`src/rtl/core/hafs_pkg.sv`:
```
// ----------------------------------------------------------------------------
// hafs_pkg: shared types and constants of the Annex B frame splitter
// Holds the window geometry, the start code constants and the result type.
// ----------------------------------------------------------------------------
package hafs_pkg;

  // Lookahead depth, plus one slot that takes the end byte during a flush
  localparam int unsigned WinDepth = 5;
  localparam int unsigned WinSlots = WinDepth + 1;
  localparam int unsigned CountW   = $clog2(WinSlots + 1);
  localparam int unsigned LenW     = 3;
  localparam int unsigned SkipW    = 2;

  localparam logic [63:0] MaskReset   = 64'h0000_0087_0018_0002;
  localparam logic [7:0]  NalTypeBits = 8'h7E;
  localparam logic [7:0]  ZeroByte    = 8'h00;
  localparam logic [7:0]  OneByte     = 8'h01;

  localparam logic [LenW-1:0] LenNone  = 3'd0;
  localparam logic [LenW-1:0] LenShort = 3'd3;
  localparam logic [LenW-1:0] LenLong  = 3'd4;

  typedef logic [7:0]                byte_t;
  typedef logic [WinDepth-1:0][7:0]  hafs_view_t;

  typedef struct packed {
    logic [7:0] out_byte;
    logic       frame_last;
  } hafs_result_t;

endpackage

```
`src/rtl/core/hafs_in_if.sv`:
```
// ----------------------------------------------------------------------------
// hafs_in_if: byte stream channel
// Valid/ready channel carrying one stream byte and its end-of-stream mark.
// ----------------------------------------------------------------------------
interface hafs_in_if;
  logic       valid;
  logic       ready;
  logic [7:0] stream_byte;
  logic       stream_end;

  modport source (output valid, output stream_byte, output stream_end, input ready);
  modport sink   (input valid, input stream_byte, input stream_end, output ready);
endinterface

```
`src/rtl/core/hafs_out_if.sv`:
```
// ----------------------------------------------------------------------------
// hafs_out_if: framed byte channel
// Valid/ready channel carrying one byte and its end-of-frame mark.
// ----------------------------------------------------------------------------
interface hafs_out_if;
  logic       valid;
  logic       ready;
  logic [7:0] out_byte;
  logic       frame_last;

  modport source (output valid, output out_byte, output frame_last, input ready);
  modport sink   (input valid, input out_byte, input frame_last, output ready);
endinterface

```
`src/rtl/core/hafs_code_detect.sv`:
```
// ----------------------------------------------------------------------------
// hafs_code_detect: enabled start code detector
// Returns 3 or 4 when an enabled start code opens the view, else 0.
// ----------------------------------------------------------------------------
module hafs_code_detect
  import hafs_pkg::*;
(
  input  hafs_view_t      view,
  input  logic [63:0]     mask,
  output logic [LenW-1:0] len
);

  logic       short_code;
  logic       long_code;
  byte_t      hdr;
  logic [5:0] nal_type;

  assign short_code = (view[0] == ZeroByte) && (view[1] == ZeroByte) && (view[2] == OneByte);
  assign long_code  = (view[0] == ZeroByte) && (view[1] == ZeroByte) &&
                      (view[2] == ZeroByte) && (view[3] == OneByte);

  always_comb begin
    hdr = short_code ? view[3] : view[4];
    nal_type = 6'((hdr & NalTypeBits) >> 1);
    len = LenNone;
    if (mask[nal_type]) begin
      if (short_code) begin
        len = LenShort;
      end else if (long_code) begin
        len = LenLong;
      end
    end
  end

endmodule

```
`src/rtl/core/hafs_out_stage.sv`:
```
// ----------------------------------------------------------------------------
// hafs_out_stage: output register
// Holds one result for the sink; refills in the cycle it is taken.
// ----------------------------------------------------------------------------
module hafs_out_stage
  import hafs_pkg::*;
(
  input  logic         clk,
  input  logic         rst,
  input  logic         push_valid,
  input  hafs_result_t push_data,
  output logic         push_ready,
  hafs_out_if.source   frames
);

  logic         valid;
  hafs_result_t data;

  assign push_ready = !valid || frames.ready;

  always_ff @(posedge clk) begin
    if (rst) begin
      valid <= 1'b0;
    end else if (push_ready) begin
      valid <= push_valid;
    end
  end

  always_ff @(posedge clk) begin
    if (push_ready && push_valid) begin
      data <= push_data;
    end
  end

  assign frames.valid      = valid;
  assign frames.out_byte   = data.out_byte;
  assign frames.frame_last = data.frame_last;

endmodule

```
`src/rtl/core/hevc_annexb_frame_splitter.sv`:
```
// ----------------------------------------------------------------------------
// hevc_annexb_frame_splitter: H.265 Annex B frame splitter
// Passes a byte stream through a five-byte lookahead window and marks the
// last byte of each frame ahead of an enabled start code, and the end byte.
// ----------------------------------------------------------------------------
// Throughput: one byte per cycle while the sink is ready and no flush runs;
//   the window compare and skip/first-code bookkeeping are combinational.
// Latency: a byte leaves five transfers after it enters, or in the flush at
//   the stream end, then passes through the output register. On an end byte,
//   input stalls as the window drains, one byte per cycle unless stalled.
// Reset: clears the window count and flags, sets the NAL mask to its default.
module hevc_annexb_frame_splitter
  import hafs_pkg::*;
(
  input  logic        clk,
  input  logic        rst,
  input  logic        cfg_we,
  input  logic [63:0] cfg_wdata,
  hafs_in_if.sink     stream,
  hafs_out_if.source  frames
);

  // Configuration: NAL type enable mask
  logic [63:0] nal_type_mask;

  always_ff @(posedge clk) begin
    if (rst) begin
      nal_type_mask <= MaskReset;
    end else if (cfg_we) begin
      nal_type_mask <= cfg_wdata;
    end
  end

  // Window state; slot WinDepth is used only to hold the end byte on a flush
  byte_t             win [WinSlots];
  byte_t             win_next [WinSlots];
  logic [CountW-1:0] held_count, held_count_next;
  logic              first_seen, first_seen_next;
  logic [SkipW-1:0]  skip, skip_next;
  logic              draining, draining_next;

  logic              in_acc;
  logic              push_valid;
  logic              push_ready;
  hafs_result_t      push_data;
  hafs_view_t        det_view;
  logic [LenW-1:0]   det_len;
  logic              split;

  // Accept input only outside a flush and while the output register can take
  // a result, so an incoming byte never has to wait on its own output.
  assign stream.ready = !draining && push_ready;
  assign in_acc       = stream.valid && stream.ready;

  // Test the position after the oldest byte once the window is full; the
  // stream-start test (fifth byte arriving) looks at the oldest byte itself.
  always_comb begin
    if (held_count == CountW'(WinDepth)) begin
      det_view = {stream.stream_byte, win[4], win[3], win[2], win[1]};
    end else begin
      det_view = {stream.stream_byte, win[3], win[2], win[1], win[0]};
    end
  end

  hafs_code_detect u_detect (
    .view (det_view),
    .mask (nal_type_mask),
    .len  (det_len)
  );

  always_comb begin
    win_next            = win;
    held_count_next     = held_count;
    first_seen_next     = first_seen;
    skip_next           = skip;
    draining_next       = draining;
    push_valid          = 1'b0;
    push_data.out_byte  = win[0];
    push_data.frame_last = 1'b0;
    split               = 1'b0;

    if (draining) begin
      // Flush: advance one held byte per transfer; mark only the end byte
      push_valid = 1'b1;
      push_data.frame_last = (held_count == CountW'(1));
      if (push_ready) begin
        for (int i = 0; i < WinSlots - 1; i++) begin
          win_next[i] = win[i+1];
        end
        held_count_next = CountW'(held_count - CountW'(1));
        if (held_count == CountW'(1)) begin
          draining_next = 1'b0;
        end
      end
    end else if (in_acc) begin
      if (stream.stream_end) begin
        // Append the end byte, drop all stream history, start draining
        win_next[held_count] = stream.stream_byte;
        held_count_next      = CountW'(held_count + CountW'(1));
        draining_next        = 1'b1;
        first_seen_next      = 1'b0;
        skip_next            = '0;
      end else if (held_count < CountW'(WinDepth - 1)) begin
        win_next[held_count] = stream.stream_byte;
        held_count_next      = CountW'(held_count + CountW'(1));
      end else begin
        // Hold off retesting inside a code just found
        if (skip != '0) begin
          skip_next = SkipW'(skip - SkipW'(1));
        end else if (det_len != LenNone) begin
          skip_next       = SkipW'(det_len - LenW'(1));
          split           = first_seen;
          first_seen_next = 1'b1;
        end

        if (held_count == CountW'(WinDepth)) begin
          push_valid           = 1'b1;
          push_data.frame_last = split;
          for (int i = 0; i < WinDepth - 1; i++) begin
            win_next[i] = win[i+1];
          end
          win_next[WinDepth-1] = stream.stream_byte;
        end else begin
          win_next[WinDepth-1] = stream.stream_byte;
          held_count_next      = CountW'(WinDepth);
        end
      end
    end
  end

  always_ff @(posedge clk) begin
    if (rst) begin
      held_count <= '0;
      first_seen <= 1'b0;
      skip       <= '0;
      draining   <= 1'b0;
    end else begin
      held_count <= held_count_next;
      first_seen <= first_seen_next;
      skip       <= skip_next;
      draining   <= draining_next;
    end
  end

  always_ff @(posedge clk) begin
    win <= win_next;
  end

  hafs_out_stage u_out (
    .clk        (clk),
    .rst        (rst),
    .push_valid (push_valid),
    .push_data  (push_data),
    .push_ready (push_ready),
    .frames     (frames)
  );

  // Window never holds more than the lookahead plus the end byte
  a_count_bound: assert property (@(posedge clk) disable iff (rst)
    held_count <= CountW'(WinSlots))
    else $error("window count out of range");

  // No byte enters while the window flushes
  a_no_accept_in_flush: assert property (@(posedge clk) disable iff (rst)
    draining |-> !stream.ready)
    else $error("input taken during flush");

  // Transfer of the end byte closes the flush with an empty window
  a_flush_done: assert property (@(posedge clk) disable iff (rst)
    (draining && push_ready && held_count == CountW'(1)) |=>
      (!draining && held_count == '0 && !first_seen))
    else $error("flush did not finish cleanly");

  // A flush is entered only from an accepted end byte
  a_flush_entry: assert property (@(posedge clk) disable iff (rst)
    (!draining && !(in_acc && stream.stream_end)) |=> !draining)
    else $error("flush started without an end byte");

endmodule

```
`src/flat_wrapper.sv`:
```
// flat-port wrapper written by rule: the top's interface ports become plain ports
module hevc_annexb_frame_splitter_flat import hafs_pkg::*;
  (clk, rst, cfg_we, cfg_wdata, stream_valid, stream_stream_byte, stream_stream_end, stream_ready, frames_valid, frames_out_byte, frames_frame_last, frames_ready);
  hafs_in_if stream_i ();
  hafs_out_if frames_i ();
  input  logic clk;
  input  logic rst;
  input  logic cfg_we;
  input  logic [63:0] cfg_wdata;
  input wire logic [$bits(stream_i.valid)-1:0] stream_valid;
  input wire logic [$bits(stream_i.stream_byte)-1:0] stream_stream_byte;
  input wire logic [$bits(stream_i.stream_end)-1:0] stream_stream_end;
  output wire logic [$bits(stream_i.ready)-1:0] stream_ready;
  output wire logic [$bits(frames_i.valid)-1:0] frames_valid;
  output wire logic [$bits(frames_i.out_byte)-1:0] frames_out_byte;
  output wire logic [$bits(frames_i.frame_last)-1:0] frames_frame_last;
  input wire logic [$bits(frames_i.ready)-1:0] frames_ready;
  assign stream_i.valid = stream_valid;
  assign stream_i.stream_byte = stream_stream_byte;
  assign stream_i.stream_end = stream_stream_end;
  assign stream_ready = stream_i.ready;
  assign frames_valid = frames_i.valid;
  assign frames_out_byte = frames_i.out_byte;
  assign frames_frame_last = frames_i.frame_last;
  assign frames_i.ready = frames_ready;
  hevc_annexb_frame_splitter u_core (.clk(clk), .rst(rst), .cfg_we(cfg_we), .cfg_wdata(cfg_wdata), .stream(stream_i), .frames(frames_i));
endmodule
```
`config.mk`:
```
export PLATFORM = sky130hd
export DESIGN_NAME = hevc_annexb_frame_splitter_flat
export DESIGN_NICKNAME = d
export VERILOG_FILES = /design/src/rtl/core/hafs_pkg.sv /design/src/rtl/core/hafs_in_if.sv /design/src/rtl/core/hafs_out_if.sv /design/src/rtl/core/hafs_code_detect.sv /design/src/rtl/core/hafs_out_stage.sv /design/src/rtl/core/hevc_annexb_frame_splitter.sv /design/src/flat_wrapper.sv
export SDC_FILE = /design/constraint.sdc
export NUM_CORES = 1
export LEC_CHECK = 0
export ABC_AREA = 0
export CAP_MARGIN = 10
export CORE_MARGIN = 3
export CORE_UTILIZATION = 25
export CTS_BUF_LIST = sky130_fd_sc_hd__clkbuf_2
export CTS_CLUSTER_SIZE = 8
export DETAILED_ROUTE_END_ITERATION = 12
export DONT_BUFFER_PORTS = 1
export PLACE_DENSITY = 0.36
export REMOVE_ABC_BUFFERS = 1
export SLEW_MARGIN = 10
export SYNTH_ARGS = -nofsm -noshare
export SYNTH_HDL_FRONTEND = slang
export SYNTH_SLANG_ARGS = --single-unit
```
`constraint.sdc`:
```
create_clock -name clk -period 5.6 [get_ports clk]
set_input_delay 0.28 -clock clk [delete_from_list [all_inputs] [get_ports clk]]
set_output_delay 0.28 -clock clk [all_outputs]
set_load 0.01 [all_outputs]
```
---- After elaboration in Yosys (flattened, before gate mapping) ----
Cells that the tools add are included.
word-level totals
  register bits after elaboration ......... 129
  output and inout port bits .............. 11
  word-level logic and storage cells ...... 107
  input bits .............................. 78
cells by class
  equality and inequality tests ........... 8
  reductions and logical operators ........ 27
  bitwise gates (word level) .............. 2
  $lt $le $gt $ge ......................... 4
  $add $sub $neg .......................... 4
  muxes and demuxes ....................... 48
operators with widths
  kind                                                       number
  2-to-1 mux 40 bit                                          3
  2-to-1 mux 48 bit                                          2
  2-to-1 mux 32 bit                                          2
  bitwise mux 48 bit                                         1
  2-to-1 mux 3 bit                                           9
  demux 8 bit (select 3 bit)                                 1
  logical NOT 8 bit                                          3
  2-to-1 mux 1 bit                                           22
  == test 8 x 1 -> 1 bit (second input constant)             2
  2-to-1 mux 8 bit                                           2
  AND reduction 3 bit                                        3
  logical AND 1 bit                                          8
  2-to-1 mux 2 bit                                           4
  nonzero test 2 bit                                         4
  < comparator 6 x 7 -> 1 bit (second input constant)        1
  2-to-1 mux 7 bit                                           1
  binary-select mux 1 bit (select 6 bit)                     1
  inequality test 2 bit (second input constant)              3
  nonzero test 3 bit                                         2
  AND reduction 5 bit                                        1
  greater-or-equal comparator 4 bit (second input constant)  1
  < comparator 4 x 1 -> 1 bit (second input constant)        1
  inequality test 4 x 2 -> 1 bit (second input constant)     1
  inverter 3 -> 4 bit                                        1
  12 further kinds                                           14

---- Depth between registers and ports, before layout ----
  depth in word-level cells ............... 17
  depth in mapped cells ................... 16
  mapped depth without buffers ............ 12

---- Cells and area by module ----
A second synthesis with hierarchy kept.
unflattened totals
  cell total of the unflattened synthesis .. 720
  area total of the unflattened synthesis .. 7203.2 µm²
modules (own cells, without submodules)
  module                      seq. area each (µm²)  area an instance (µm²)  times used  cells each
  hevc_annexb_frame_splitter  2862.7                5798.1                  1           553
  hafs_code_detect            0.0                   1079.8                  1           153
  hafs_out_stage              290.3                 325.3                   1           14

---- Worst setup path after synthesis ----
Ideal clock, no wire load.
  path kind ............................... flip-flop to flip-flop
  from .................................... register u_core.held_count[1]
  to ...................................... register u_core.skip[0]
  clock period less this slack ............ 3.355 ns
  stages on the path, launching flop included .. 14
  path slack .............................. 2.245 ns
  data required time ...................... 5.472 ns
  buffers on the path ..................... 1
  arrival ................................. 3.227 ns
  library setup time ...................... 0.128 ns
  cells stage by stage .................... dfxtp_1 > clkbuf_1 > inv_1 > ha_1 > and2_4 > mux2i_2 > a211oi_2 > mux2i_1 > nor2_1 > a2111oi_1 > a32o_1 > a2bb2oi_2 > o211a_1 > o211ai_2
between the ends
  cells in the longest elaborated chain, start to end .. 14
  elaborated cells on any way between the ends .. 27
  those cells by class .................... 1 x add/sub; 1 x order compare; 4 x eq/ne; 11 x mux; 10 x reduce/logical
RTL lines
  element                                 line                                            text
  start, declared                         hevc_annexb_frame_splitter.sv:37                logic [CountW-1:0] held_count, held_count_next;
  start signal, assigned                  hevc_annexb_frame_splitter.sv:138               held_count <= held_count_next;
  == test 3 bit                           hevc_annexb_frame_splitter.sv:58                if (held_count == CountW'(WinDepth)) begin
  2-to-1 mux 32 bit                       hevc_annexb_frame_splitter.sv:58
  logical NOT 8 bit                       hafs_code_detect.sv:18, hafs_code_detect.sv:19
  logical AND 1 bit                       hafs_code_detect.sv:18, hafs_code_detect.sv:19
  logical AND 1 bit                       hafs_code_detect.sv:18                          assign short_code = (view[0] == ZeroByte) && (view[1] == ZeroByte) && (view[2] == OneByte);
  2-to-1 mux 7 bit                        hafs_code_detect.sv:23                          hdr = short_code ? view[3] : view[4];
  binary-select mux 1 bit (select 6 bit)  hafs_code_detect.sv:26                          if (mask[nal_type]) begin
  2-to-1 mux 1 bit (not written as such)  hafs_code_detect.sv:26
  2-to-1 mux 3 bit                        hafs_code_detect.sv:26
  subtractor 2 x 1 -> 2 bit               hevc_annexb_frame_splitter.sv:111               skip_next = SkipW'(det_len - LenW'(1));
  2-to-1 mux 2 bit                        hevc_annexb_frame_splitter.sv:110               end else if (det_len != LenNone) begin
  2-to-1 mux 2 bit                        hevc_annexb_frame_splitter.sv:108               if (skip != '0) begin
  2-to-1 mux 2 bit                        hevc_annexb_frame_splitter.sv:103               end else if (held_count < CountW'(WinDepth - 1)) begin
  2-to-1 mux 2 bit                        hevc_annexb_frame_splitter.sv:96                if (stream.stream_end) begin
  end signal, assigned                    hevc_annexb_frame_splitter.sv:140               skip <= skip_next;
  end, declared                           hevc_annexb_frame_splitter.sv:39                logic [SkipW-1:0] skip, skip_next;
Several ways; a longest one is shown, not always the timed one. The select of a mux whose other input is x is not followed.
A chain may end at the register's enable or synchronous reset.

==> flow_summary.yaml <==
timing:
  finalSetupTns_ps: 0
  slew_headroom: 0.328
  finalCriticalPeriod_ps: 4240
  worst-slew-pin-transition_ps: 1010
  fmax_ghz: 0.236
  hold_viol_final: 0
  drv_slew: 0
  final-setup-viol-count: 0
  post-route-period-util: 0.758
  rsz0062_at_grt: "no"
  hold_ws_ps: 150
  skew_ps: 35.7
floorplan:
  die-area_mm2: 0.0280
  dieWidth_um: 167
  core_mm2: 0.0254
  row_count: 58
  io_pins: 89
  start_util: 0.256
  dieHeight_um: 167
power_and_ir_drop:
  p_leak_nw: 3.55
  vdd_drop_max_uv: 98.4
  pwr_density_cell_mw_per_mm2: 249
setup_path:
  path_buf_inv: 2
  critPathSlowestCell: "o21ai_2"
  crit_fanout: 17
  cp_common_cell: "o211ai_1"
  worstPathArrival_ps: 4810
  path_class: "register to register"
  critPathLaunchType: "register"
  crit_chain: "inv_1 -> ha_1 -> and2_4 -> mux2i_2 -> a211oi_2 -> buf_4 -> o21ai_2 -> mux2i_1 -> a211oi_1 -> o211ai_1 -> a32oi_2 -> o211ai_1 -> a21boi_1"
  critPathMaxStageDelay_ps: 780
  crit_cells: 13
  reg2regPathDepth: 13
  cp.required_ps: 6160
  critPathCaptureType: "register"
  cp_top_family: "compound AO/OA/AOI/OAI gates"
clocking:
  cts_root_buf: "clkbuf_2"
  clock_latency_ps: 730
  h-tree-depth: 4
  cts_tree: "done"
  cts_sinks: 129
  post-cts-setup-buffers: 0
  cts_hold_buf: 188
  ctsResizeCount: 0
  clk_pin_slew_ps: 240
  clk_path_buf_depth: 2
  cts_buffers: 17
synthesis:
  synth_top_area_cell: "edfxtp_1"
  synthTopCellsByCount: "mux2i_1 (126), nand2_1 (93), nor2_1 (73)"
  yosys.cell_count.top_type: "mux2i_1"
  seq_area_frac_synth: 0.484
  syn_area_mm2: 0.00651
  synth_area_leaders: "edfxtp_1 (26%), dfxtp_1 (22%), mux2i_1 (19%)"
  yosys_warnings: 0
  syn_area_per_cell_um2: 10.1
  yosysUniqueCellTypes: 63
  synth_top_area_share: 0.263
  syn_inst: 642
  yosys_register_bits: 129
  synth_edf_count: 57
  ys_dominant_reg_cell: "dfxtp_1"
  synth-async-reset-ratio: 0
grt:
  overflow: 0
  use_met2: 0.246
  antenna_found_initial: 3
  use_met1: 0.198
  top_usage_layer: "met2"
  grt_pass1_wl_mm: 33.5
  grt_pass1_vias: 5918
  grt_start_max_net_pins: 65
  gr-usage-met3: 0.0307
  grt_usage: 0.149
placement:
  gp_congestion: 0.787
  numPortBuffers: 0
  dp_hpwl_mm: 13.2
routing:
  wirelength_mm: 20.7
  num_vias: 5613
  drc: 0
  wl_per_cell_um: 17.8
  dr.first_iter.drc_count: 248
  dr.pass1.iters: 4
  vias_per_cell: 4.83
  ant_nets: 0
layout:
  area_delta_synth_final_pct: 37.5
  drive_gt1_frac: 0.0781
  num-nets-final: 902
job:
  drv_cap: 0
worst_hold_path:
  holdPathStages: 4
  min_path_type: "input port to register"
status:
  status: "finished clean"
==> flip-flops by register name, indices dropped and copies added (netlist names), named ones only <==
name and flops:
u_core.nal_type_mask 64, u_core.win 32, u_core.push_data 8, u_core.u_out.frames.out_byte 8, u_core.held_count 3, u_core.skip 2, u_core.draining 1, u_core.first_seen 1
u_core.u_out.frames.frame_last 1, u_core.u_out.frames.valid 1
==> cells by family after synthesis <==
logic type	Yosys count	synth area share
and+or+nand+nor	215	0.143
xor gates and xnor gates	1	0.00135
AOI/OAI and AO/OA	107	0.115
adders and majority gates	5	0.00961
DFF	129	0.484
muxes	135	0.213
buffers and inverters	50	0.0340
==> metrics by stage <==
step	instance area, µm²	worst slack, ps	total power [mW]	std cells	util
floorplan	6340	1970	1.41	605	-
global placement	6820	1620	1.52	942	0.269
detailed placement	6820	1410	1.52	942	0.269
CTS	8950	1320	2.25	1162	0.352
global route	8950	1070	2.35	1163	0.352
finish	8950	1360	2.23	1163	0.352
==> routing by layer <==
| layer | wire length (µm) | vias up |
|---|---|---|
| li1 | - | 2696 |
| met1 | 9570 | 2768 |
| met2 | 9960 | 130 |
| met3 | 835 | 19 |
| met4 | 307 | 0 |
| met5 | 0 | - |
==> worst reg2reg max path: stages (launching register included) <==
cell	delay, ps
dfxtp_1	440
inv_1	150
ha_1	310
and2_4	290
mux2i_2	410
a211oi_2	90
buf_4	200
o21ai_2	780
mux2i_1	250
a211oi_1	340
o211ai_1	170
a32oi_2	320
o211ai_1	170
a21boi_1	170
==> path summary, 6_finish.rpt <==
path / start / endpoint / slack [ps]
hold / removal: stream_stream_end / u_core.skip[1] / 150
hold reg to reg: u_core.skip[1] / u_core.skip[1] / 490
setup / recovery: u_core.held_count[1] / u_core.u_out.frames.frame_last / 1360
setup reg to reg: u_core.held_count[1] / u_core.u_out.frames.frame_last / 1360
==> layout make-up <==
type	instances	area, µm²
inverter	13	48.8
multi-input combinational	463	3150
tap	330	413
timing repair buffer	195	1950
antenna	1	2.50
sequential	129	3150
clock buffer	17	85.1
clock inverter	15	145
fill	2607	16400
==> report_power, final <==
group          total, mW  switching, mW  internal, mW
Combinational      0.463          0.222         0.240
Sequential          1.18         0.0844          1.10
Clock              0.589          0.449         0.140
Total               2.23          0.756          1.48
==> layout by cell type (no fill, tap or decap), types with 3 or more instances in the layout <==
cell / count
inv_6: 6
nor2_1: 73
nand4_1: 9
a21oi_1: 10
nand3_1: 9
dfxtp_1: 72
ha_1: 5
a311oi_1: 3
dlygate4sd3_1: 187
inv_8: 3
clkbuf_2: 17
o211ai_1: 6
o211a_1: 4
o2111ai_1: 3
mux2_2: 6
mux2i_1: 126
o21ai_0: 46
a211oi_1: 3
a31oi_1: 3
nor3_1: 6
inv_1: 12
nand2_1: 93
edfxtp_1: 57
nor4_1: 8
nand2b_1: 3
clkinvlp_4: 3
buf_4: 7
Note: power is estimated with default switching activity, not from simulation.
